==> src/hdl/cdf_pkg.sv <==
// Types and constants of the sampling engine.
package cdf_pkg;

   // Field widths of the words and of the table.
   localparam int SUM_W   = 42;
   localparam int DRAW_W  = 30;
   localparam int INDEX_W = 10;
   localparam int AMP_W   = 16;
   localparam int QC_W    = 4;
   localparam int SQ_W    = 32;

   // Action codes of a request word.
   localparam logic ACTION_LOAD   = 1'b0;
   localparam logic ACTION_SAMPLE = 1'b1;

   // Qubit count after reset.
   localparam logic [QC_W-1:0] NUM_QUBITS_RESET = 4'd10;

   // Request word.
   typedef struct packed {
      logic                     action;
      logic                     first_amplitude;
      logic signed [AMP_W-1:0]  amp_real;
      logic signed [AMP_W-1:0]  amp_imag;
      logic [DRAW_W-1:0]        uniform_draw;
   } req_word_type;

   // Response word.
   typedef struct packed {
      logic [INDEX_W-1:0] sample_index;
      logic               out_of_range;
   } rsp_word_type;

   // Classified command passed from the front to the back.
   typedef struct packed {
      logic                     is_sample;
      logic                     zero_draw;
      logic                     first_amplitude;
      logic signed [AMP_W-1:0]  amp_real;
      logic signed [AMP_W-1:0]  amp_imag;
      logic [DRAW_W-1:0]        uniform_draw;
   } cmd_word_type;

endpackage

==> src/hdl/cdf_back.sv <==
// Back end: accumulates loaded magnitudes into the table and runs the sample search.
module cdf_back #(
   parameter int MAX_QUBITS = 10
) (
   input  logic                              clock,
   input  logic                              reset,
   input  logic [cdf_pkg::QC_W-1:0]          num_qubits,
   input  logic                              cmd_valid,
   output logic                              cmd_pop,
   input  cdf_pkg::cmd_word_type             cmd_word,
   output logic                              ram_wr_en,
   output logic [MAX_QUBITS-1:0]             ram_wr_addr,
   output logic [cdf_pkg::SUM_W-1:0]         ram_wr_data,
   output logic                              ram_rd_en,
   output logic [MAX_QUBITS-1:0]             ram_rd_addr,
   input  logic [cdf_pkg::SUM_W-1:0]         ram_rd_data,
   output logic                              rsp_valid,
   input  logic                              rsp_stall,
   output cdf_pkg::rsp_word_type             rsp_word
);
   import cdf_pkg::*;

   localparam int AW = MAX_QUBITS;
   localparam int CW = MAX_QUBITS + 1;

   typedef enum logic [1:0] {
      ST_IDLE,
      ST_ACCUM,
      ST_SEARCH,
      ST_RESULT
   } state_type;

   state_type         state_ff, state_in;
   logic [SQ_W-1:0]   sq_re_ff, sq_re_in;
   logic [SQ_W-1:0]   sq_im_ff, sq_im_in;
   logic              first_amp_ff, first_amp_in;
   logic [SUM_W-1:0]  running_sum_ff, running_sum_in;
   logic [CW-1:0]     load_pos_ff, load_pos_in;
   logic [DRAW_W-1:0] draw_ff, draw_in;
   logic [CW-1:0]     first_ff, first_in;
   logic [CW-1:0]     count_ff, count_in;
   logic [CW-1:0]     step_ff, step_in;
   logic [CW-1:0]     res_idx_ff, res_idx_in;
   logic              res_oor_ff, res_oor_in;
   logic              rsp_valid_ff, rsp_valid_in;
   rsp_word_type      rsp_word_ff, rsp_word_in;

   logic [4:0]        qubits_eff;
   logic [CW-1:0]     dim;
   logic [CW-1:0]     dim_half;
   logic signed [SQ_W-1:0] re_ext;
   logic signed [SQ_W-1:0] im_ext;
   logic [SQ_W:0]     mag;
   logic [SUM_W-1:0]  base_sum;
   logic [CW-1:0]     base_pos;
   logic [SUM_W:0]    acc_sum;
   logic [SUM_W-1:0]  sat_sum;
   logic              probe_lt;
   logic [CW-1:0]     next_first;
   logic [CW-1:0]     next_count;
   logic [CW-1:0]     next_step;

   // Effective qubit count and vector size.
   always_comb begin
      if (num_qubits == '0) begin
         qubits_eff = 5'd1;
      end else if ({1'b0, num_qubits} > 5'(MAX_QUBITS)) begin
         qubits_eff = 5'(MAX_QUBITS);
      end else begin
         qubits_eff = {1'b0, num_qubits};
      end
   end

   assign dim      = CW'(1) << qubits_eff;
   assign dim_half = dim >> 1;

   // Sign-extended amplitudes for the squaring multipliers.
   assign re_ext = {{(SQ_W-AMP_W){cmd_word.amp_real[AMP_W-1]}}, cmd_word.amp_real};
   assign im_ext = {{(SQ_W-AMP_W){cmd_word.amp_imag[AMP_W-1]}}, cmd_word.amp_imag};

   // Saturating accumulation of the registered squared magnitude.
   assign mag      = {1'b0, sq_re_ff} + {1'b0, sq_im_ff};
   assign base_sum = first_amp_ff ? '0 : running_sum_ff;
   assign base_pos = first_amp_ff ? '0 : load_pos_ff;
   assign acc_sum  = {1'b0, base_sum} + {{(SUM_W-SQ_W){1'b0}}, mag};
   assign sat_sum  = acc_sum[SUM_W] ? {SUM_W{1'b1}} : acc_sum[SUM_W-1:0];

   // One lower-bound step on the table word read for the last probe.
   always_comb begin
      probe_lt = (ram_rd_data < {{(SUM_W-DRAW_W){1'b0}}, draw_ff});
      if (probe_lt) begin
         next_first = first_ff + step_ff + CW'(1);
         next_count = count_ff - step_ff - CW'(1);
      end else begin
         next_first = first_ff;
         next_count = step_ff;
      end
      next_step = next_count >> 1;
   end

   // Sequencer for loads and searches.
   always_comb begin
      state_in       = state_ff;
      sq_re_in       = sq_re_ff;
      sq_im_in       = sq_im_ff;
      first_amp_in   = first_amp_ff;
      running_sum_in = running_sum_ff;
      load_pos_in    = load_pos_ff;
      draw_in        = draw_ff;
      first_in       = first_ff;
      count_in       = count_ff;
      step_in        = step_ff;
      res_idx_in     = res_idx_ff;
      res_oor_in     = res_oor_ff;
      rsp_valid_in   = rsp_valid_ff;
      rsp_word_in    = rsp_word_ff;
      cmd_pop        = 1'b0;
      ram_wr_en      = 1'b0;
      ram_wr_addr    = load_pos_ff[AW-1:0];
      ram_wr_data    = sat_sum;
      ram_rd_en      = 1'b0;
      ram_rd_addr    = dim_half[AW-1:0];

      // The output register empties when its word is taken.
      if (rsp_valid_ff && !rsp_stall) begin
         rsp_valid_in = 1'b0;
      end

      case (state_ff)
         ST_IDLE: begin
            if (cmd_valid) begin
               cmd_pop = 1'b1;
               if (cmd_word.is_sample) begin
                  draw_in = cmd_word.uniform_draw;
                  if (cmd_word.zero_draw) begin
                     res_idx_in = '0;
                     res_oor_in = 1'b1;
                     state_in   = ST_RESULT;
                  end else begin
                     // First probe at the middle of the active range.
                     first_in  = '0;
                     count_in  = dim;
                     step_in   = dim_half;
                     ram_rd_en = 1'b1;
                     state_in  = ST_SEARCH;
                  end
               end else begin
                  sq_re_in     = SQ_W'(re_ext * re_ext);
                  sq_im_in     = SQ_W'(im_ext * im_ext);
                  first_amp_in = cmd_word.first_amplitude;
                  state_in     = ST_ACCUM;
               end
            end
         end
         ST_ACCUM: begin
            // A load past the end of the vector leaves sum and table alone.
            running_sum_in = base_sum;
            load_pos_in    = base_pos;
            ram_wr_addr    = base_pos[AW-1:0];
            if (base_pos < dim) begin
               ram_wr_en      = 1'b1;
               running_sum_in = sat_sum;
               load_pos_in    = base_pos + CW'(1);
            end
            state_in = ST_IDLE;
         end
         ST_SEARCH: begin
            first_in = next_first;
            count_in = next_count;
            step_in  = next_step;
            if (next_count == '0) begin
               // No entry at or above the draw means the draw exceeds the total.
               if (next_first == dim) begin
                  res_idx_in = '0;
                  res_oor_in = 1'b1;
               end else begin
                  res_idx_in = next_first;
                  res_oor_in = 1'b0;
               end
               state_in = ST_RESULT;
            end else begin
               ram_rd_en   = 1'b1;
               ram_rd_addr = AW'(next_first + next_step);
            end
         end
         ST_RESULT: begin
            if (!rsp_valid_ff || !rsp_stall) begin
               rsp_valid_in             = 1'b1;
               rsp_word_in.sample_index = INDEX_W'(res_idx_ff);
               rsp_word_in.out_of_range = res_oor_ff;
               state_in                 = ST_IDLE;
            end
         end
         default: begin
            state_in = ST_IDLE;
         end
      endcase
   end

   // State and registered outputs.
   always_ff @(posedge clock) begin
      if (reset) begin
         state_ff       <= ST_IDLE;
         running_sum_ff <= '0;
         load_pos_ff    <= '0;
         rsp_valid_ff   <= 1'b0;
      end else begin
         state_ff       <= state_in;
         running_sum_ff <= running_sum_in;
         load_pos_ff    <= load_pos_in;
         rsp_valid_ff   <= rsp_valid_in;
         sq_re_ff       <= sq_re_in;
         sq_im_ff       <= sq_im_in;
         first_amp_ff   <= first_amp_in;
         draw_ff        <= draw_in;
         first_ff       <= first_in;
         count_ff       <= count_in;
         step_ff        <= step_in;
         res_idx_ff     <= res_idx_in;
         res_oor_ff     <= res_oor_in;
         rsp_word_ff    <= rsp_word_in;
      end
   end

   assign rsp_valid = rsp_valid_ff;
   assign rsp_word  = rsp_word_ff;

endmodule

==> config.mk <==
export PLATFORM = sky130hd
export DESIGN_NAME = cdf_back
export DESIGN_NICKNAME = d
export VERILOG_FILES = /design/src/hdl/cdf_pkg.sv /design/src/hdl/cdf_back.sv
export SDC_FILE = /design/constraint.sdc
export NUM_CORES = 2
export LEC_CHECK = 0
export BUFFER_PORTS_ARGS = -buffer_cell sky130_fd_sc_hd__buf_2
export CAP_MARGIN = 10
export CORE_MARGIN = 8
export CORE_UTILIZATION = 40
export CTS_CLUSTER_SIZE = 25
export DETAILED_ROUTE_END_ITERATION = 10
export REMOVE_ABC_BUFFERS = 1
export SLEW_MARGIN = 20
export SYNTH_ARGS = -nofsm -noshare
export SYNTH_HDL_FRONTEND = slang
export SYNTH_SLANG_ARGS = --single-unit
export TNS_END_PERCENT = 5
==> constraint.sdc <==
create_clock -name clock -period 9.14 [get_ports clock]
set_clock_uncertainty 0.05 [all_clocks]
set_input_delay 0.457 -clock clock [delete_from_list [all_inputs] [get_ports clock]]
set_output_delay 0.457 -clock clock [all_outputs]
set_load 0.005 [all_outputs]
* After elaboration in Yosys (flattened, before gate mapping)
Cells that the tools add are included.
Widths: inputs -> output; s select.
** Cells by class
- Div/mod/pow operators :: 0
- Shifts and indexed selects :: 1
- $mul :: 2
- Add/sub/neg operators :: 8
- Reductions and logical operators :: 14
- Multiplexer cells :: 54
- Bitwise gates (word level) :: 2
- Equality and inequality tests :: 10
- Magnitude comparators :: 3
** Operators by type and width (count)
- $mux 11 :: 13
- $mux 42 :: 3
- $mux 10 :: 8
- $pmux 11 s2 :: 3
- $mul 16x16->32 :: 2
- $add 42x33->43 :: 1
- $lt 42x30->1 :: 1
- $add 32x32->33 :: 1
- $add 11x1->11 const B :: 2
- $pmux 10 s2 :: 1
- $mux 1 :: 17
- $ne 2x2->1 const B :: 6
- $add 11x11->11 :: 1
- $eq 11x11->1 :: 1
- $logic_not 11->1 :: 1
- $lt 11x11->1 :: 1
- $shl 1x5->11 const A :: 1
- $sub 11x1->11 const B :: 1
- $sub 11x11->11 :: 1
- $add 10x10->10 :: 1
- $mux 2 :: 4
- $pmux 2 s4 :: 1
- $reduce_and 4->1 :: 2
- $reduce_and 3->1 :: 2
- other kinds (15) :: 19
** Word-level totals
- Word-level logic and storage cells :: 109
- Memories kept :: 0
- Bits in writable memories :: 0
- Output and inout bits :: 77
- ROM bits :: 0
- Bits in latches :: 0
- Register bits :: 206
- Bits of input ports :: 115

* Logic depth before layout (Yosys ltp)
- Word-level depth :: 8
- Mapped depth :: 25
- Depth with buffers taken out :: 24

* Least setup slack after synthesis
OpenSTA, ideal clock, no wires.
- Path type :: input to register
- Start point :: input cmd_word[61] in the netlist's numbering
- End point :: register sq_re_ff[31] (data pin)
- Arrival :: 6.468 ns
- Required time :: 8.830 ns
- Buffers on the path :: 2
- Slack :: 2.362 ns
- Stages on the path :: 21
- Setup time :: 0.260 ns
- Cell sequence :: clkbuf_1 > clkbuf_1 > nand2_1 > fa_1 > inv_1 > fa_1 > fa_1 > fa_1 > fa_1 > inv_1 > fa_1 > inv_1 > ha_1 > and2_1 > a2111oi_0 > o21ai_0 > a221oi_1 > a21oi_1 > a21o_1 > a21oi_1 > xnor2_1
** Between the ends
- Cells in the longest elaborated chain, start to end :: 1
** RTL lines
- from (decl) :: RTL line cdf_back.sv:10 : input cdf_pkg::cmd_word_type cmd_word,
- $mul 16x16->32 :: RTL line cdf_back.sv:148 : sq_re_in = SQ_W'(re_ext * re_ext);
- to (signal assigned) :: RTL line cdf_back.sv:212 : sq_re_ff <= sq_re_in;
- to (decl) :: RTL line cdf_back.sv:34 : logic [SQ_W-1:0] sq_re_ff, sq_re_in;
No other way between the ends.
A chain may end at the register's enable or synchronous reset.

* Worst setup path in the final report
Same ends and word-level chain as after synthesis.

==> summary.md <==
| Metric | Value |
|---|---|
| Final hold vios | `0` |
| GRT overflow | `0` |
| Row count | `101` |
| Drt pass-1 iters | `5` |
| Starting DRC count in detailed routing | `1,264` |
| # H-tree levels | `4` |
| Final min period | `7.12 ns` |
| Number of remaining DRC errors | `0` |
| First-pass GRT wire length | `122 mm` |
| Routed WL per cell | `17.1 um` |
| CTS resizes | `0` |
| # hold bufs at CTS | `0` |
| EDFF count, synth | `137` |
| Synth Area per Inst | `9.44 um^2` |
| Yosys cell types | `91` |
| I/O Buffers | `191` |
| Critical path endpoint category | `flop` |
| Ys flop type | `edfxtp_1` |
| Number of global-route vias before repair | `23,200` |
| Reg2Reg Setup Slack | `4.13 ns` |
| CP max-delay cell | `fa_1` |
| Clock Sinks | `193` |
| Fraction of layout cells with a size suffix above 1 | `8.98%` |
| Max Cap Viol | `0` |
| Max Fclk | `141 MHz` |
| Initial core utilization | `40.3%` |
| CTS buffer count | `17` |
| Most frequent cells in the layout | `inv_1, fa_1, ha_1, nand2_1, nor2_1` |
| CTS clk-pin slew, worst paths | `0.08 ns` |
| Crit Path Category | `in2reg` |
| Crit-path cells | `buf_2, inv_1, nor2_1, fa_1, fa_1, fa_1, fa_1, fa_1, inv_1, fa_1, inv_1, ha_1, nand4_1, nor3_1, a2111oi_0, o21ai_0, a221oi_1, a21oi_1, a21o_1, a21oi_1, xnor2_1` |
| Longest Clk Path Bufs | `2` |
| Synth Warn # | `0` |
| Via density per instance | `5.07` |
| R2R depth | `15` |
| Hold WC Path Type | `in2reg` |
| Syn-to-layout area delta | `8.50%` |
| Hold path start | `cmd_word[12]` |
| Most common cell on crit path | `fa_1` |
| Pin count of the biggest net entering global routing | `64` |
| Hpwl dp | `61.9 mm` |
| DIE WIDTH | `292 um` |
| Core box area | `0.0757 mm^2` |
| Hold Crit Depth | `1` |
| Tcrit/Tclk final | `77.8%` |
| Antenna violations before repair | `2` |
| CTS root buf | `clkbuf_16` |
| GRT Overall Usage | `17.9%` |
| Crit path required time | `9.32 ns` |
| Layout net count | `4,264` |
| Critical Path AT | `7.29 ns` |
| Post-Syn Instances | `3,230` |
| Status | `complete, no violations` |
| Max-slew violation count | `0` |
| Post-synthesis async set-or-reset flop share | `0%` |
| Sequential area share after synthesis | `17.2%` |
| Hold EP | `draw_ff[12]$_DFFE_PP_` |
| DRT Wirelength | `74.6 mm` |
| Num ports | `192` |
| Crit-path max cell delay | `0.91 ns` |
| Final ANT Viol Nets | `0` |
| Synthesis-stage register bit count | `193` |
| Chip height | `292 um` |
| Die area | `0.0853 mm^2` |
| Via count | `22,100` |
| CTS tree | `built` |
| Max_slew headroom | `34.5%` |
| Most common cell after layout, fill and taps aside | `inv_1` |
| Startpoint Class | `input port` |
| Setup_tns | `0 ns` |
| Least-Margin Pin Slew | `0.982 ns` |
| Reg-to-Reg End | `running_sum_ff[11]$_SDFFE_PP0N_` |
| Clk Latency, worst-skew pair | `0.48 ns` |
| Cell area after synthesis | `0.0305 mm^2` |
| RD Place Congestion | `0.875` |
| Post-CTS Setup Inserts | `0` |
| Final setup viols | `0` |
| RR Startpoint | `first_amp_ff$_DFFE_PP_` |
| Crit Path Max Fanout | `20` |
| RSZ-0062 raised after global routing | `false` |
worst max path at each step:
stage               slack, ns                     end  depth (start not counted)    startpoint
floorplan                2.57  sq_re_ff[31]$_DFFE_PP_                         19  cmd_word[61]
detailed placement       1.54  sq_re_ff[31]$_DFFE_PP_                         21  cmd_word[61]
finish                   2.02  sq_re_ff[31]$_DFFE_PP_                         21  cmd_word[61]
CTS                      2.03  sq_re_ff[31]$_DFFE_PP_                         21  cmd_word[61]
global route             1.49  sq_re_ff[31]$_DFFE_PP_                         21  cmd_word[61]
global placement         1.54  sq_re_ff[31]$_DFFE_PP_                         21  cmd_word[61]
per-layer routing:
metal	GRT usage, %	wire, um
met5	0	0
met4	4.64	1780
met3	2.41	3470
met2	30.4	36200
met1	23.8	33200
Yosys cell counts (all sizes together), types with 11 or more instances:
cell type / instances / area share, %
nand2b: 16 / 0.33
fa: 502 / 33
mux2i: 16 / 0.53
nor2b: 59 / 1.2
o21ai: 71 / 1.2
a211oi: 20 / 0.51
nand2: 258 / 3.2
o21a: 28 / 0.69
a31o: 14 / 0.40
and2: 93 / 1.9
a22o: 11 / 0.32
inv: 741 / 9.1
xnor2: 112 / 3.2
and3: 25 / 0.51
nor4: 16 / 0.35
edfxtp: 137 / 13
xor2: 50 / 1.4
a21o: 43 / 1.1
clkbuf: 81 / 1.0
dfxtp: 56 / 3.7
nor2: 207 / 2.7
o21bai: 12 / 0.30
o211ai: 12 / 0.33
a21oi: 120 / 2.0
a31oi: 17 / 0.35
nand4: 16 / 0.33
a22oi: 25 / 0.62
nand3: 32 / 0.53
buf: 14 / 0.27
nor3: 30 / 0.53
ha: 285 / 12
flip-flops by register name, indices dropped and copies added, names as in the netlist, 2 cells and up:
name            cells
running_sum_ff     42
sq_im_ff           31
sq_re_ff           31
draw_ff            30
count_ff           11
first_ff           11
load_pos_ff        11
rsp_word           11
res_idx_ff         10
state_ff            2
worst max-delay path: cells and delay by family:
family / cells / cell delay (ns)
AO/OA/AOI/OAI: 6 / 1.52
AND/OR/NAND/NOR: 3 / 0.56
buffers and inverters: 4 / 0.81
adder cells (fa/ha/maj): 7 / 3.85
XOR/XNOR: 1 / 0.07
kinds of logic after synthesis:
family,Yosys count,synth area share (%)
other cells,1,0.0123
buf+inv,836,10.4
fa+ha+maj,787,44.6
xor+xnor,162,4.65
compound gates,444,9.91
mux,22,0.771
simple gates,785,12.4
flops,193,17.2
layout make-up:
type,instances,area (um^2)
clock buffer,17,425
fill,7410,42600
sequential,193,5240
clock inverter,15,216
timing repair buffer,207,1080
antenna,1,2.50
tap,978,1220
inverter,741,2780
multi-input combinational,2202,22100
stage by stage:
stage | cell area [um^2] | hold slack [ns] | setup slack [ns] | utilization, % | std cells
6_report | 33100 | 0.0969 | 2.02 | 43.7 | 4354
5_1_grt | 33100 | 0.0686 | 1.49 | 43.7 | 4354
4_1_cts | 33100 | 0.0559 | 2.03 | 43.7 | 4353
3_5_place_dp | 32400 | 0.355 | 1.54 | 42.9 | 4321
3_3_place_gp | 32400 | 0.352 | 1.54 | 42.9 | 4321
2_1_floorplan | 30100 | 0.350 | 2.57 | - | 3136
Power is not shown: default switching activity piles up to over one toggle a cycle in this logic, so the estimate is an artifact.
