===== config.mk =====
export PLATFORM = sky130hd
export DESIGN_NAME = cdf_front
export DESIGN_NICKNAME = d
export VERILOG_FILES = /design/src/hdl/cdf_pkg.sv /design/src/hdl/cdf_front.sv
export SDC_FILE = /design/constraint.sdc
export NUM_CORES = 1
export LEC_CHECK = 0
export BUFFER_PORTS_ARGS = -buffer_cell sky130_fd_sc_hd__buf_4
export CAP_MARGIN = 20
export CORE_ASPECT_RATIO = 0.75
export CORE_MARGIN = 2
export CORE_UTILIZATION = 52
export DETAILED_ROUTE_END_ITERATION = 8
export GPL_TIMING_DRIVEN = 0
export HOLD_SLACK_MARGIN = 0.12
export PLACE_DENSITY = 0.86
export SETUP_SLACK_MARGIN = 0.5
export SKIP_LAST_GASP = 1
export SLEW_MARGIN = 40
export SYNTH_ARGS = -nofsm -noshare
export SYNTH_HDL_FRONTEND = slang
export SYNTH_SLANG_ARGS = --single-unit

===== constraint.sdc =====
create_clock -name clock -period 3.04 [get_ports clock]
set_input_delay 0 -clock clock [delete_from_list [all_inputs] [get_ports clock]]
set_output_delay 0 -clock clock [all_outputs]
set_load 0.03 [all_outputs]

===== src/hdl/cdf_pkg.sv =====
// Types and constants of the sampling engine.
package cdf_pkg;

   // Field widths of the words and of the table.
   localparam int SUM_W   = 42;
   localparam int DRAW_W  = 30;
   localparam int INDEX_W = 10;
   localparam int AMP_W   = 16;
   localparam int QC_W    = 4;
   localparam int SQ_W    = 32;

   // Action codes of a request word.
   localparam logic ACTION_LOAD   = 1'b0;
   localparam logic ACTION_SAMPLE = 1'b1;

   // Qubit count after reset.
   localparam logic [QC_W-1:0] NUM_QUBITS_RESET = 4'd10;

   // Request word.
   typedef struct packed {
      logic                     action;
      logic                     first_amplitude;
      logic signed [AMP_W-1:0]  amp_real;
      logic signed [AMP_W-1:0]  amp_imag;
      logic [DRAW_W-1:0]        uniform_draw;
   } req_word_type;

   // Response word.
   typedef struct packed {
      logic [INDEX_W-1:0] sample_index;
      logic               out_of_range;
   } rsp_word_type;

   // Classified command passed from the front to the back.
   typedef struct packed {
      logic                     is_sample;
      logic                     zero_draw;
      logic                     first_amplitude;
      logic signed [AMP_W-1:0]  amp_real;
      logic signed [AMP_W-1:0]  amp_imag;
      logic [DRAW_W-1:0]        uniform_draw;
   } cmd_word_type;

endpackage


===== src/hdl/cdf_front.sv =====
// Front end: accepts request words, classifies them and queues them for the back end.
module cdf_front (
   input  logic                  clock,
   input  logic                  reset,
   input  logic                  req_valid,
   output logic                  req_stall,
   input  cdf_pkg::req_word_type req_word,
   output logic                  cmd_valid,
   input  logic                  cmd_pop,
   output cdf_pkg::cmd_word_type cmd_word
);
   import cdf_pkg::*;

   localparam int QUEUE_DEPTH = 2;

   cmd_word_type queue_ff [QUEUE_DEPTH];
   logic         wr_ptr_ff, wr_ptr_in;
   logic         rd_ptr_ff, rd_ptr_in;
   logic [1:0]   count_ff, count_in;
   logic         push;
   logic         pop;
   cmd_word_type classified;

   // The queue is full when both entries hold a word.
   assign req_stall = (count_ff == 2'(QUEUE_DEPTH));
   assign push      = req_valid && !req_stall;
   assign pop       = cmd_pop && (count_ff != 2'd0);

   // Classify the incoming word.
   always_comb begin
      classified.is_sample       = (req_word.action == ACTION_SAMPLE);
      classified.zero_draw       = (req_word.uniform_draw == '0);
      classified.first_amplitude = req_word.first_amplitude;
      classified.amp_real        = req_word.amp_real;
      classified.amp_imag        = req_word.amp_imag;
      classified.uniform_draw    = req_word.uniform_draw;
   end

   // Pointer and fill count updates.
   always_comb begin
      wr_ptr_in = push ? ~wr_ptr_ff : wr_ptr_ff;
      rd_ptr_in = pop ? ~rd_ptr_ff : rd_ptr_ff;
      count_in  = count_ff;
      if (push && !pop) begin
         count_in = count_ff + 2'd1;
      end else if (pop && !push) begin
         count_in = count_ff - 2'd1;
      end
   end

   always_ff @(posedge clock) begin
      if (reset) begin
         wr_ptr_ff <= 1'b0;
         rd_ptr_ff <= 1'b0;
         count_ff  <= 2'd0;
      end else begin
         wr_ptr_ff <= wr_ptr_in;
         rd_ptr_ff <= rd_ptr_in;
         count_ff  <= count_in;
      end
   end

   // Queue storage; payload needs no reset.
   always_ff @(posedge clock) begin
      if (push) begin
         queue_ff[wr_ptr_ff] <= classified;
      end
   end

   assign cmd_valid = (count_ff != 2'd0);
   assign cmd_word  = queue_ff[rd_ptr_ff];

endmodule


# After elaboration in Yosys (flattened, before gate mapping)
# Memories as Yosys holds them, arrays and structs flattened. A register that Yosys moved wholly into a read port is not among the register bits.
# Cells that the tools add are included.
[op_classes]
add_sub_neg = 2
eq_ne = 1
mux = 6
reduce_logical = 10
bitwise = 2
[op_table]
columns = ["cell", "count"]
rows = [
  ["30-bit zero test", 1],
  ["1-bit logical AND", 4],
  ["1-bit 2-to-1 mux", 4],
  ["2-bit 2-to-1 mux", 2],
  ["2-bit nonzero test", 2],
  ["1-bit zero test", 3],
  ["2-bit by 1-bit adder with 2-bit output, second input constant", 1],
  ["2-bit == test, second input constant", 1],
  ["1-bit NOT", 2],
  ["2-bit by 1-bit subtractor with 2-bit output, second input constant", 1],
]
[totals]
ff_bits = 4
out_inout_bits = 67
mem_count = 1
ram_bits = 130
[memory_table]
columns = ["name", "words", "width", "read_ports", "rd_ports_with_merged_regs", "write_ports", "line_no", "text"]
rows = [
  ["queue_ff", 2, 65, 1, 1, 1, "cdf_front.sv:16", "cmd_word_type queue_ff [QUEUE_DEPTH];"],
]

# Depth between registers and ports, before layout
# Gate-level depths: netlist of run 1.
[logic_depth]
word_depth = 7
ltp_mapped = 6
mapped_depth_nobuf = 6

# Least setup slack after synthesis of run 1
# Ideal clock, no wire load.
[synth_path]
kind = "register to register"
start = "register count_ff[1]"
end = "memory queue_ff[1][0] (netlist bit), enable pin"
required_time_ns = 2.610
period_less_slack_ns = 2.641
path_stages_with_launch = 4
n_path_buf = 0
arrival_ns = 2.210
path_slack_ns = 0.399
path_cell_list = "dfxtp_1 nor2b_2 nor2_1 and2_1"
[synth_between]
elab_chain_len = 5
[synth_rtl]
columns = ["item", "line_no", "text"]
rows = [
  ["start: declaration", "cdf_front.sv:19", "logic [1:0] count_ff, count_in;"],
  ["start signal: assignment", "cdf_front.sv:59", "count_ff <= count_in;"],
  ["2-bit == test", "cdf_front.sv:25", "assign req_stall = (count_ff == 2'(QUEUE_DEPTH));"],
  ["named net req_stall", "cdf_front.sv:6", "output logic req_stall,"],
  ["1-bit zero test", "cdf_front.sv:26", "assign push = req_valid && !req_stall;"],
  ["1-bit logical AND", "cdf_front.sv:26", ""],
  ["1-bit 2-to-1 mux", "cdf_front.sv:65", "if (push) begin"],
  ["1-bit 2-to-1 mux (implied by the code)", "cdf_front.sv:66", "queue_ff[wr_ptr_ff] <= classified;"],
  ["end: declaration", "cdf_front.sv:16", ""],
]
# The timed path passes the listed nets, and every way through them passes these cells.

# Final worst setup path of run 1
[layout_path]
start = "register count_ff[0]"
end = "memory queue_ff[0][55] (netlist bit), enable pin"
[layout_between]
elab_chain_len = 5
[layout_rtl]
columns = ["item", "line_no"]
rows = [
  ["2-bit == test", "cdf_front.sv:25"],
  ["1-bit zero test", "cdf_front.sv:26"],
  ["1-bit logical AND", "cdf_front.sv:26"],
  ["1-bit 2-to-1 mux", "cdf_front.sv:65"],
  ["1-bit 2-to-1 mux (implied by the code)", "cdf_front.sv:66"],
]
# No other way between the ends.

==> results of run 1 <==
[layout by cell type (no fill, tap or decap), types with 3 or more instances in the layout]
cell type	count
buf_4	139
bufinv_16	5
clkbuf_16	17
clkinv_4	3
clkinvlp_4	3
dfxtp_1	5
dlygate4sd3_1	67
edfxtp_1	130
mux2_2	65
nor2_1	6
nor4_1	7
o21ai_0	3
xor2_1	3
[repair_timing]
| item | in CTS | in global routing |
|---|---|---|
| endpoints found under the setup margin | 0 | 0 |
| hold buffers | 67 | 0 |
| hold endpoints to repair | 135 | 0 |
[power groups by stage]
stage	clock, W	combinational [W]	sequential (W)
final	0.00219	0.00212	0.00241
after detailed placement	0	0.00202	0.00244
after global placement	0	0.00192	0.00244
after global routing	0.00230	0.00222	0.00243
after floorplan	0	0.00128	0.00243
after CTS	0.00221	0.00210	0.00241
[cells by family (layout without fill, tap and decap cells)]
| logic type | Yosys count | in the layout | share of synthesized area [%] |
|---|---|---|---|
| muxes | 65 | 65 | 14.7 |
| AOI/OAI and AO/OA | 5 | 5 | 0.504 |
| xor gates and xnor gates | 3 | 3 | 0.529 |
| DFF | 135 | 135 | 80.6 |
| buffers and inverters | 9 | 246 | 1.11 |
| adders and majority gates | 1 | 1 | 0.252 |
| and+or+nand+nor | 20 | 20 | 2.27 |
[cell type report]
type	count	area, um2	area share [%]
well taps	128	160	2.12
inverters	2	11.3	0.149
plain buffers	7	47.5	0.630
clock buffers	19	433	5.74
multi-input cells	94	911	12.1
clock inverters	13	204	2.70
repair buffers	205	1770	23.5
flip-flops and latches	135	4000	53.1
[metal layers]
| metal | part of all wire (%) | wire [um] | vias up |
|---|---|---|---|
| li1 | - | - | 1401 |
| met3 | 5.4 | 612 | 18 |
| met2 | 54 | 6070 | 117 |
| met1 | 39 | 4390 | 1525 |
| met5 | 0 | 0 | - |
| met4 | 1.6 | 182 | 0 |
[state kept, by name (all words and copies together) (netlist names), named ones only]
| signal | count |
|---|---|
| queue_ff | 130 |
| wr_ptr_ff | 1 |
| count_ff | 2 |
| rd_ptr_ff | 1 |
[through the flow]
stage / setup slack, ns / hold WS [ns] / std cells / utilization (%)
after detailed placement: 1.20 / 0.188 / 504 / 68.1
after global placement: 0.464 / 0.185 / 500 / 67.0
after floorplan: 0.775 / 0.0691 / 238 / -
after CTS: 1.20 / 0.274 / 603 / 82.3
final: 1.18 / 0.279 / 603 / 82.3
after global routing: 1.12 / 0.308 / 603 / 82.3
[critical path, cell delays in order (launching register included)]
cell        delay (ns)
dfxtp_1           0.44
nor2b_2           0.09
or3_1             0.37
clkinvlp_4        0.29
buf_16            0.20
buf_16            0.17
[worst max path at each step]
stage | depth (start not counted) | startpoint | endpoint
finish | 5 | count_ff[0] | queue_ff[0][55]
global route | 5 | count_ff[0] | queue_ff[0][52]
CTS | 5 | count_ff[0] | queue_ff[0][43]
detailed placement | 5 | count_ff[1] | queue_ff[0][51]
global placement | 3 | count_ff[1] | queue_ff[0][48]
floorplan | 3 | count_ff[1] | queue_ff[0][0]
==> flow_summary_export.csv, run 1 <==
group,metric,value,unit
global_route,grt_use_met3,6.37,%
yosys,ys.flop_type,"edfxtp_1",
worst_setup_path,r2r-start,"count_ff[0]",
clocking,clkSinkCount,135,
sta,rsz0062_at_grt,"no",
yosys,synth_cell_types,17,
worst_setup_path,r2r_cells,5,
yosys,ys_top_cells_by_area,"edfxtp_1 79%, mux2_2 15%, dfxtp_1 2.0%, nor4_1 0.88%, buf_4 0.76%",
global_route,antenna_found_initial,0,
sta,finalHoldViolCount,0,
yosys,async_reset_ff_share,0,%
floorplanning,die_y,88.6,um
clocking,clk-insertion-delay-late,0.41,ns
yosys,ys_seq_elements,135,
clocking,h-tree-depth,4,
drt,vias,3061,
run,max_cap_viol_count,0,
yosys,syn_inst,238,
sta,skew,0.00911,ns
yosys,synth_most_common_cell,"edfxtp_1",
drt,wl_per_cell,18.7,um
clocking,clkTransAtPathRegs,0.06,ns
pwr,p_leak,2.86,nW
place,post_dp_cell_area,6230,um2
final_layout,fin_nets,531,
pwr,internal_power,0.00469,W
yosys,synth_common_cells,"130 x edfxtp_1, 65 x mux2_2, 7 x nor4_1",
floorplanning,coreArea,9160,um2
drt,first_pass_iters,4,
place,post-dp-hpwl,6340,um
global_route,grt_pass1_vias,3300,
hold_path,min_path_cells,6,
worst_setup_path,ff2ff_setup_slack,1.18,ns
final_layout,antenna_cells,0,
floorplanning,start_util,54.2,%
sta,drv_slew,0,
floorplanning,die_w,117,um
yosys,synth_fp_nets,307,
sta,final.setup.tns,0,ns
drt,drt_iter0_markers,152,
pwr,clkPwrFrac,32.6,%
drt,ant_nets,0,
hold_path,worstHoldPathType,"input pin to flop",
sta,fmax,537,MHz
yosys,synth_area,4970,um2
final_layout,postLayoutCellArea,7540,um2
sta,fin_crit_sh,61.2,%
clocking,post_cts_resized,0,
worst_setup_path,worstPathRequired,3.15,ns
clocking,cts_made_buffers,17,
pwr,power.switching,0.00203,W
global_route,grt_use_met1,24.3,%
yosys,seq_area_frac_synth,80.6,%
sta,worst_slew_pin_slew,0.481,ns
status,status,"complete, no violations",
yosys,synth_enable_flop_cells,130,
drt,drc,0,
drt,drt-total-wl,11200,um
sta,fin_crit,1.86,ns
worst_setup_path,worstPathArrival,1.97,ns
floorplanning,row_count,30,
worst_setup_path,end_kind,"flop",
global_route,grt_max_degree,34,
yosys,yosys_warnings,0,
final_layout,final_layout_size_suffix_gt1_share,50.9,%
yosys,synth_top_area_share,78.6,%
floorplanning,io_pins,135,
clocking,cts_tree,"built",
yosys,synth_area_per_cell,20.9,um2
global_route,grt_first_pass_wirelength,16400,um
worst_setup_path,r2r_end,"queue_ff[0][55]",
final_layout,syn_to_final_growth,51.8,%
worst_setup_path,worstPathMaxFanout,18,
global_route,grt_overflow_total,0,
pwr,vdd_ir_drop_max,0.695,mV
place,port_buffers,134,
pwr,finalPower,0.00672,W
clocking,cts-root-buf,"clkbuf_16",
clocking,ctsLongestPathBuffers,2,
pwr,p_seq_share,35.9,%
pwr,power_frac_comb,31.5,%
hold_path,hold_path_end,"count_ff[0]",
final_layout,fill_cells,454,
sta,final-setup-viol-count,0,
place,place_congestion,0.744,
drt,vias_per_cell,5.08,
global_route,grt_use_total,22.2,%
hold_path,worstHoldStart,"req_valid",
global_route,grt.busiest_layer,"met2",
yosys,synth.largest_area_cell,"edfxtp_1",
global_route,grt_use_met2,40.5,%
pwr,swShare,30.2,%
worst_setup_path,path_class,"flop to flop",
floorplanning,dieArea,10400,um2
sta,slew-limit-headroom,67.9,%
pwr,power.density,892,nW/um2
worst_setup_path,critPathLaunchType,"flop",
clocking,cts_setup_buffers,0,
No activity file was read; power rests on OpenSTA's default activity.
==> run 2, diff against run 1 <==
- CORE_UTILIZATION: 52 -> 47
- PLACE_DENSITY: 0.86 -> 0.83
- clock period: 3.04 -> 1.7 ns (I/O delays scaled with it)
==> flow_summary_export.csv, run 2 (synthesis gave the netlist of run 1 again) <==
group,metric,value,unit
status,status,"complete, no violations",
final_layout,finalNonFillerCells,656,
sta,hold_ws,0.305,ns
final_layout,multi_input_area,1120,um2
final_layout,layout_commonest_cell,"edfxtp_1",
drt,ant_nets,0,
floorplanning,io_pins,135,
clocking,clk-insertion-delay-late,0.41,ns
final_layout,seqCellArea,4010,um2
sta,fin_crit,1.60,ns
floorplanning,die_w,123,um
final_layout,fill_cells,484,
drt,drt-total-wl,13300,um
hold_path,worstHoldPathType,"input pin to flop",
sta,final-setup-viol-count,0,
pwr,power.switching,0.00403,W
final_layout,mostFrequentLayoutCells,"130 x edfxtp_1, 113 x buf_4, 67 x dlygate4sd3_1",
drt,first_pass_iters,4,
worst_setup_path,worstPathMaxFanout,10,
clocking,h-tree-depth,4,
global_route,antenna_found_initial,0,
pwr,swShare,30.8,%
clocking,cts_tree,"built",
place,port_buffers,134,
worst_setup_path,end_kind,"primary output",
place,post-dp-hpwl,6080,um
clocking,ctsLongestPathBuffers,2,
floorplanning,row_count,32,
place,dp.cells,512,
floorplanning,start_util,48.3,%
floorplanning,coreArea,10300,um2
worst_setup_path,path_class,"flop to primary output",
drt,drt_iter0_markers,195,
global_route,grt_first_pass_wirelength,18000,um
worst_setup_path,critPathLaunchType,"flop",
place,place_congestion,0.697,
pwr,internal_power,0.00907,W
final_layout,largest_reg_flops,130,
sta,slew-limit-headroom,79.9,%
global_route,grt_pass1_vias,3431,
final_layout,postLayoutCellArea,8530,um2
global_route,grt_max_degree,26,
sta,rsz0062_at_grt,"yes",
pwr,vdd_ir_drop_max,1.01,mV
final_layout,syn_to_final_growth,71.7,%
pwr,power.density,1540,nW/um2
clocking,clkSinkCount,135,
run,max_cap_viol_count,0,
drt,wl_per_cell,20.2,um
final_layout,antenna_cells,0,
clocking,cts-root-buf,"clkbuf_16",
pwr,power_frac_comb,40.9,%
pwr,clkPwrFrac,26.0,%
worst_setup_path,worstPathArrival,1.60,ns
pwr,p_seq_share,33.1,%
final_layout,largest-register,"queue_ff",
pwr,p_leak,3.32,nW
final_layout,fin_nets,577,
sta,fin_crit_sh,94.1,%
floorplanning,dieArea,11400,um2
pwr,finalPower,0.0131,W
drt,drc,0,
sta,worst_slew_pin_slew,0.299,ns
global_route,grt_use_total,22.2,%
worst_setup_path,worstPathRequired,1.70,ns
sta,skew,0.00509,ns
clocking,clkTransAtPathRegs,0.06,ns
place,post_dp_cell_area,6260,um2
final_layout,top_regs,"queue_ff x130, count_ff x2",
clocking,cts_made_buffers,17,
drt,vias,3291,
sta,fmax,625,MHz
floorplanning,die_y,93.0,um
sta,final.setup.tns,0,ns
sta,drv_slew,0,
final_layout,final_layout_size_suffix_gt1_share,57.9,%
sta,finalHoldViolCount,0,
global_route,grt_overflow_total,0,
drt,vias_per_cell,5.02,
run 2: power by group through the flow:
stage	Sequential (W)	Combinational (W)	Clock, W
2_1_floorplan	0.00434	0.00230	0
3_3_place_gp	0.00437	0.00346	0
3_5_place_dp	0.00437	0.00361	0
4_1_cts	0.00432	0.00462	0.00341
5_1_grt	0.00437	0.00558	0.00358
6_report	0.00434	0.00535	0.00341
run 2: metal layers:
| layer | global-route usage, % | routed length (um) | vias up |
|---|---|---|---|
| li1 | - | - | 1493 |
| met1 | 24.0 | 5100 | 1662 |
| met2 | 39.5 | 7310 | 118 |
| met3 | 7.50 | 640 | 18 |
| met4 | 9.58 | 218 | 0 |
| met5 | 0 | 0 | - |
run 2: repair_timing:
item / 4_1_cts / 5_1_grt
setup endpoints to repair: 198 / 201
hold buffers: 67 / 0
gates cloned: 8 / 9
hold endpoints to repair: 135 / 0
gates resized for setup: 72 / 53
pin swaps: 4 / 4
buffers inserted: 22 / 7
run 2: final cells by class:
type / instances / share of cell area (%)
multi-input cells: 96 / 13.1
well taps: 136 / 1.99
clock inverters: 12 / 1.31
flip-flops and latches: 135 / 47.0
plain buffers: 7 / 1.53
inverters: 2 / 0.132
clock buffers: 19 / 5.07
repair buffers: 249 / 29.8
run 2: worst paths after layout:
check                   start  slack, ns         endpoint  cells past startpoint
setup / recovery         flop        0.1     cmd_word[16]                      4
hold / removal      req_valid       0.31      count_ff[1]                      7
setup reg to reg  count_ff[1]        0.1  queue_ff[0][28]                      5
hold reg to reg     rd_ptr_ff       0.59        rd_ptr_ff                      2
run 2: worst max-delay path, stage by stage (launching register included):
cell	delay (ns)
dfxtp_4	0.37
buf_12	0.15
buf_12	0.14
mux2_2	0.35
buf_4	0.17
run 2: through the flow:
step                      setup WS (ns)  utilization, %
after floorplan                  -0.390               -
after global placement           -0.795            59.9
after detailed placement        -0.0503            60.8
after CTS                         0.100            78.4
after global routing             0.0504            82.9
final                            0.0995            82.9
==> run 3, diff against run 2 <==
- CORE_MARGIN: 2 -> 3
- PLACE_DENSITY: 0.83 -> unset
- PLACE_DENSITY_LB_ADDON: unset -> 0.12
==> flow_summary_export.csv, run 3 (synthesis gave the netlist of run 1 again) <==
group,metric,value,unit
worst_setup_path,critPathLaunchType,"flop",
clocking,cts_made_buffers,17,
clocking,h-tree-depth,4,
floorplanning,io_pins,135,
final_layout,mostFrequentLayoutCells,"130 x edfxtp_1, 90 x buf_4, 67 x dlygate4sd3_1",
global_route,grt_pass1_vias,3522,
final_layout,seqCellArea,4010,um2
sta,drv_slew,0,
clocking,clkTransAtPathRegs,0.06,ns
worst_setup_path,max_stage_delay,0.41,ns
place,post-dp-hpwl,6300,um
worst_setup_path,path_class,"flop to flop",
floorplanning,dieArea,11900,um2
floorplanning,die_y,95.0,um
clocking,cts-root-buf,"clkbuf_16",
final_layout,syn_to_final_growth,79.7,%
worst_setup_path,critical_path.cell_chain,"buf_4 > buf_6 > o21ai_4 > ha_4 > or3_1 > a21oi_1",
sta,final-setup-viol-count,0,
final_layout,largest_reg_flops,130,
clocking,cts_tree,"built",
final_layout,final_util,89.5,%
sta,slew-limit-headroom,67.2,%
global_route,antenna_found_initial,0,
sta,fin_crit,1.69,ns
clocking,clkSinkCount,135,
place,post_dp_cell_area,6220,um2
drt,drt_iter0_markers,151,
drt,first_pass_iters,4,
worst_setup_path,worstPathArrival,2.01,ns
drt,ant_nets,0,
pwr,p_leak,3.52,nW
worst_setup_path,end_kind,"flop",
place,place_congestion,0.739,
place,dp.cells,507,
final_layout,antenna_cells,0,
final_layout,fill_cells,376,
pwr,power.density,1620,nW/um2
pwr,finalPower,0.0145,W
global_route,grt_overflow_total,0,
final_layout,postLayoutCellArea,8920,um2
sta,worst_slew_pin_slew,0.488,ns
drt,vias_per_cell,5.15,
sta,rsz0062_at_grt,"yes",
floorplanning,start_util,49.8,%
floorplanning,coreArea,9970,um2
worst_setup_path,cpMaxStageDelayCell,"or3_1",
global_route,grt_first_pass_wirelength,19100,um
final_layout,top_regs,"queue_ff x130, count_ff x2",
final_layout,final_layout_size_suffix_gt1_share,58.1,%
worst_setup_path,worstPathMaxFanout,2,
sta,fin_crit_sh,99.7,%
pwr,vdd_ir_drop_max,1.24,mV
global_route,grt_max_degree,25,
drt,wl_per_cell,23.1,um
sta,skew,0.00485,ns
final_layout,layout_commonest_cell,"edfxtp_1",
floorplanning,die_w,125,um
worst_setup_path,worstPathRequired,2.02,ns
final_layout,finalNonFillerCells,655,
drt,drt-total-wl,15200,um
run,max_cap_viol_count,0,
clocking,ctsLongestPathBuffers,2,
floorplanning,row_count,31,
hold_path,worstHoldPathType,"input pin to flop",
drt,vias,3373,
global_route,grt_use_total,21.9,%
drt,drc,0,
status,status,"complete, no violations",
sta,fmax,590,MHz
final_layout,multi_input_area,1170,um2
final_layout,fin_nets,580,
sta,finalHoldViolCount,0,
clocking,clk-insertion-delay-late,0.42,ns
final_layout,largest-register,"queue_ff",
place,port_buffers,134,
[run 3: changes by cell type in the layout (fill, tap and decap cells not counted), sizes merged]
| cell | before | now |
|---|---|---|
| buf | 182 | 185 |
| and2 | 3 | 2 |
| clkinv | 8 | 4 |
| clkbuf | 26 | 27 |
| bufinv | 2 | 6 |
[run 3: per-layer routing]
metal	track usage, %	share of wire, %	up-vias
met3	7.39	5.6	24
met4	8.85	1.9	0
met5	0	0	-
met1	24.8	38	1723
met2	38.9	55	124
li1	-	-	1502
[run 3: what timing repair did]
| item | CTS | global route |
|---|---|---|
| cloned | 8 | 9 |
| endpoints found under the setup margin | 198 | 203 |
| buffers inserted | 27 | 6 |
| gates resized for setup | 80 | 83 |
| hold endpoints to repair | 135 | 0 |
| pin swaps | 9 | 1 |
| hold buffers | 67 | 0 |
[run 3: power by group]
part           internal [W]  total [W]  switching, W  leakage, nW
logic               0.00317    0.00597       0.00280         1.95
clock network       0.00274    0.00413       0.00139        0.313
registers           0.00420    0.00437      0.000169         1.26
[run 3: layout make-up]
class                   count  area share, %
flip-flops and latches    135           45.0
inverters                   2          0.126
well taps                 132           1.85
clock inverters            12           2.54
multi-input cells          95           13.1
clock buffers              19           4.85
repair buffers            253           31.1
plain buffers               7           1.51
[run 3: worst paths after layout]
path / start / end / slack [ns] / depth (start not counted)
min: req_word[31] / queue_ff[1][31] / 0.31 / 2
max reg2reg: count_ff[1] / count_ff[1] / 0.006 / 6
max: count_ff[1] / count_ff[1] / 0.006 / 6
min reg2reg: wr_ptr_ff / wr_ptr_ff / 0.58 / 2
[run 3: critical path: cells and delay by family, from the launching register on]
kind,cells,cell delay [ns]
buf+inv,2,0.25
flops,1,0.32
fa+ha+maj,1,0.23
simple gates,1,0.41
compound gates,2,0.37
[run 3: per-stage QoR]
| step | TNS, ns | setup WS (ns) | hold slack [ns] |
|---|---|---|---|
| final | 0 | 0.00555 | 0.313 |
| after global routing | -0.0167 | -0.0167 | 0.305 |
| after CTS | 0 | 0.103 | 0.228 |
| after detailed placement | -5.92 | -0.119 | 0.187 |
| after global placement | -63.03 | -0.868 | 0.185 |
| after floorplan | -25.38 | -0.390 | 0.0617 |
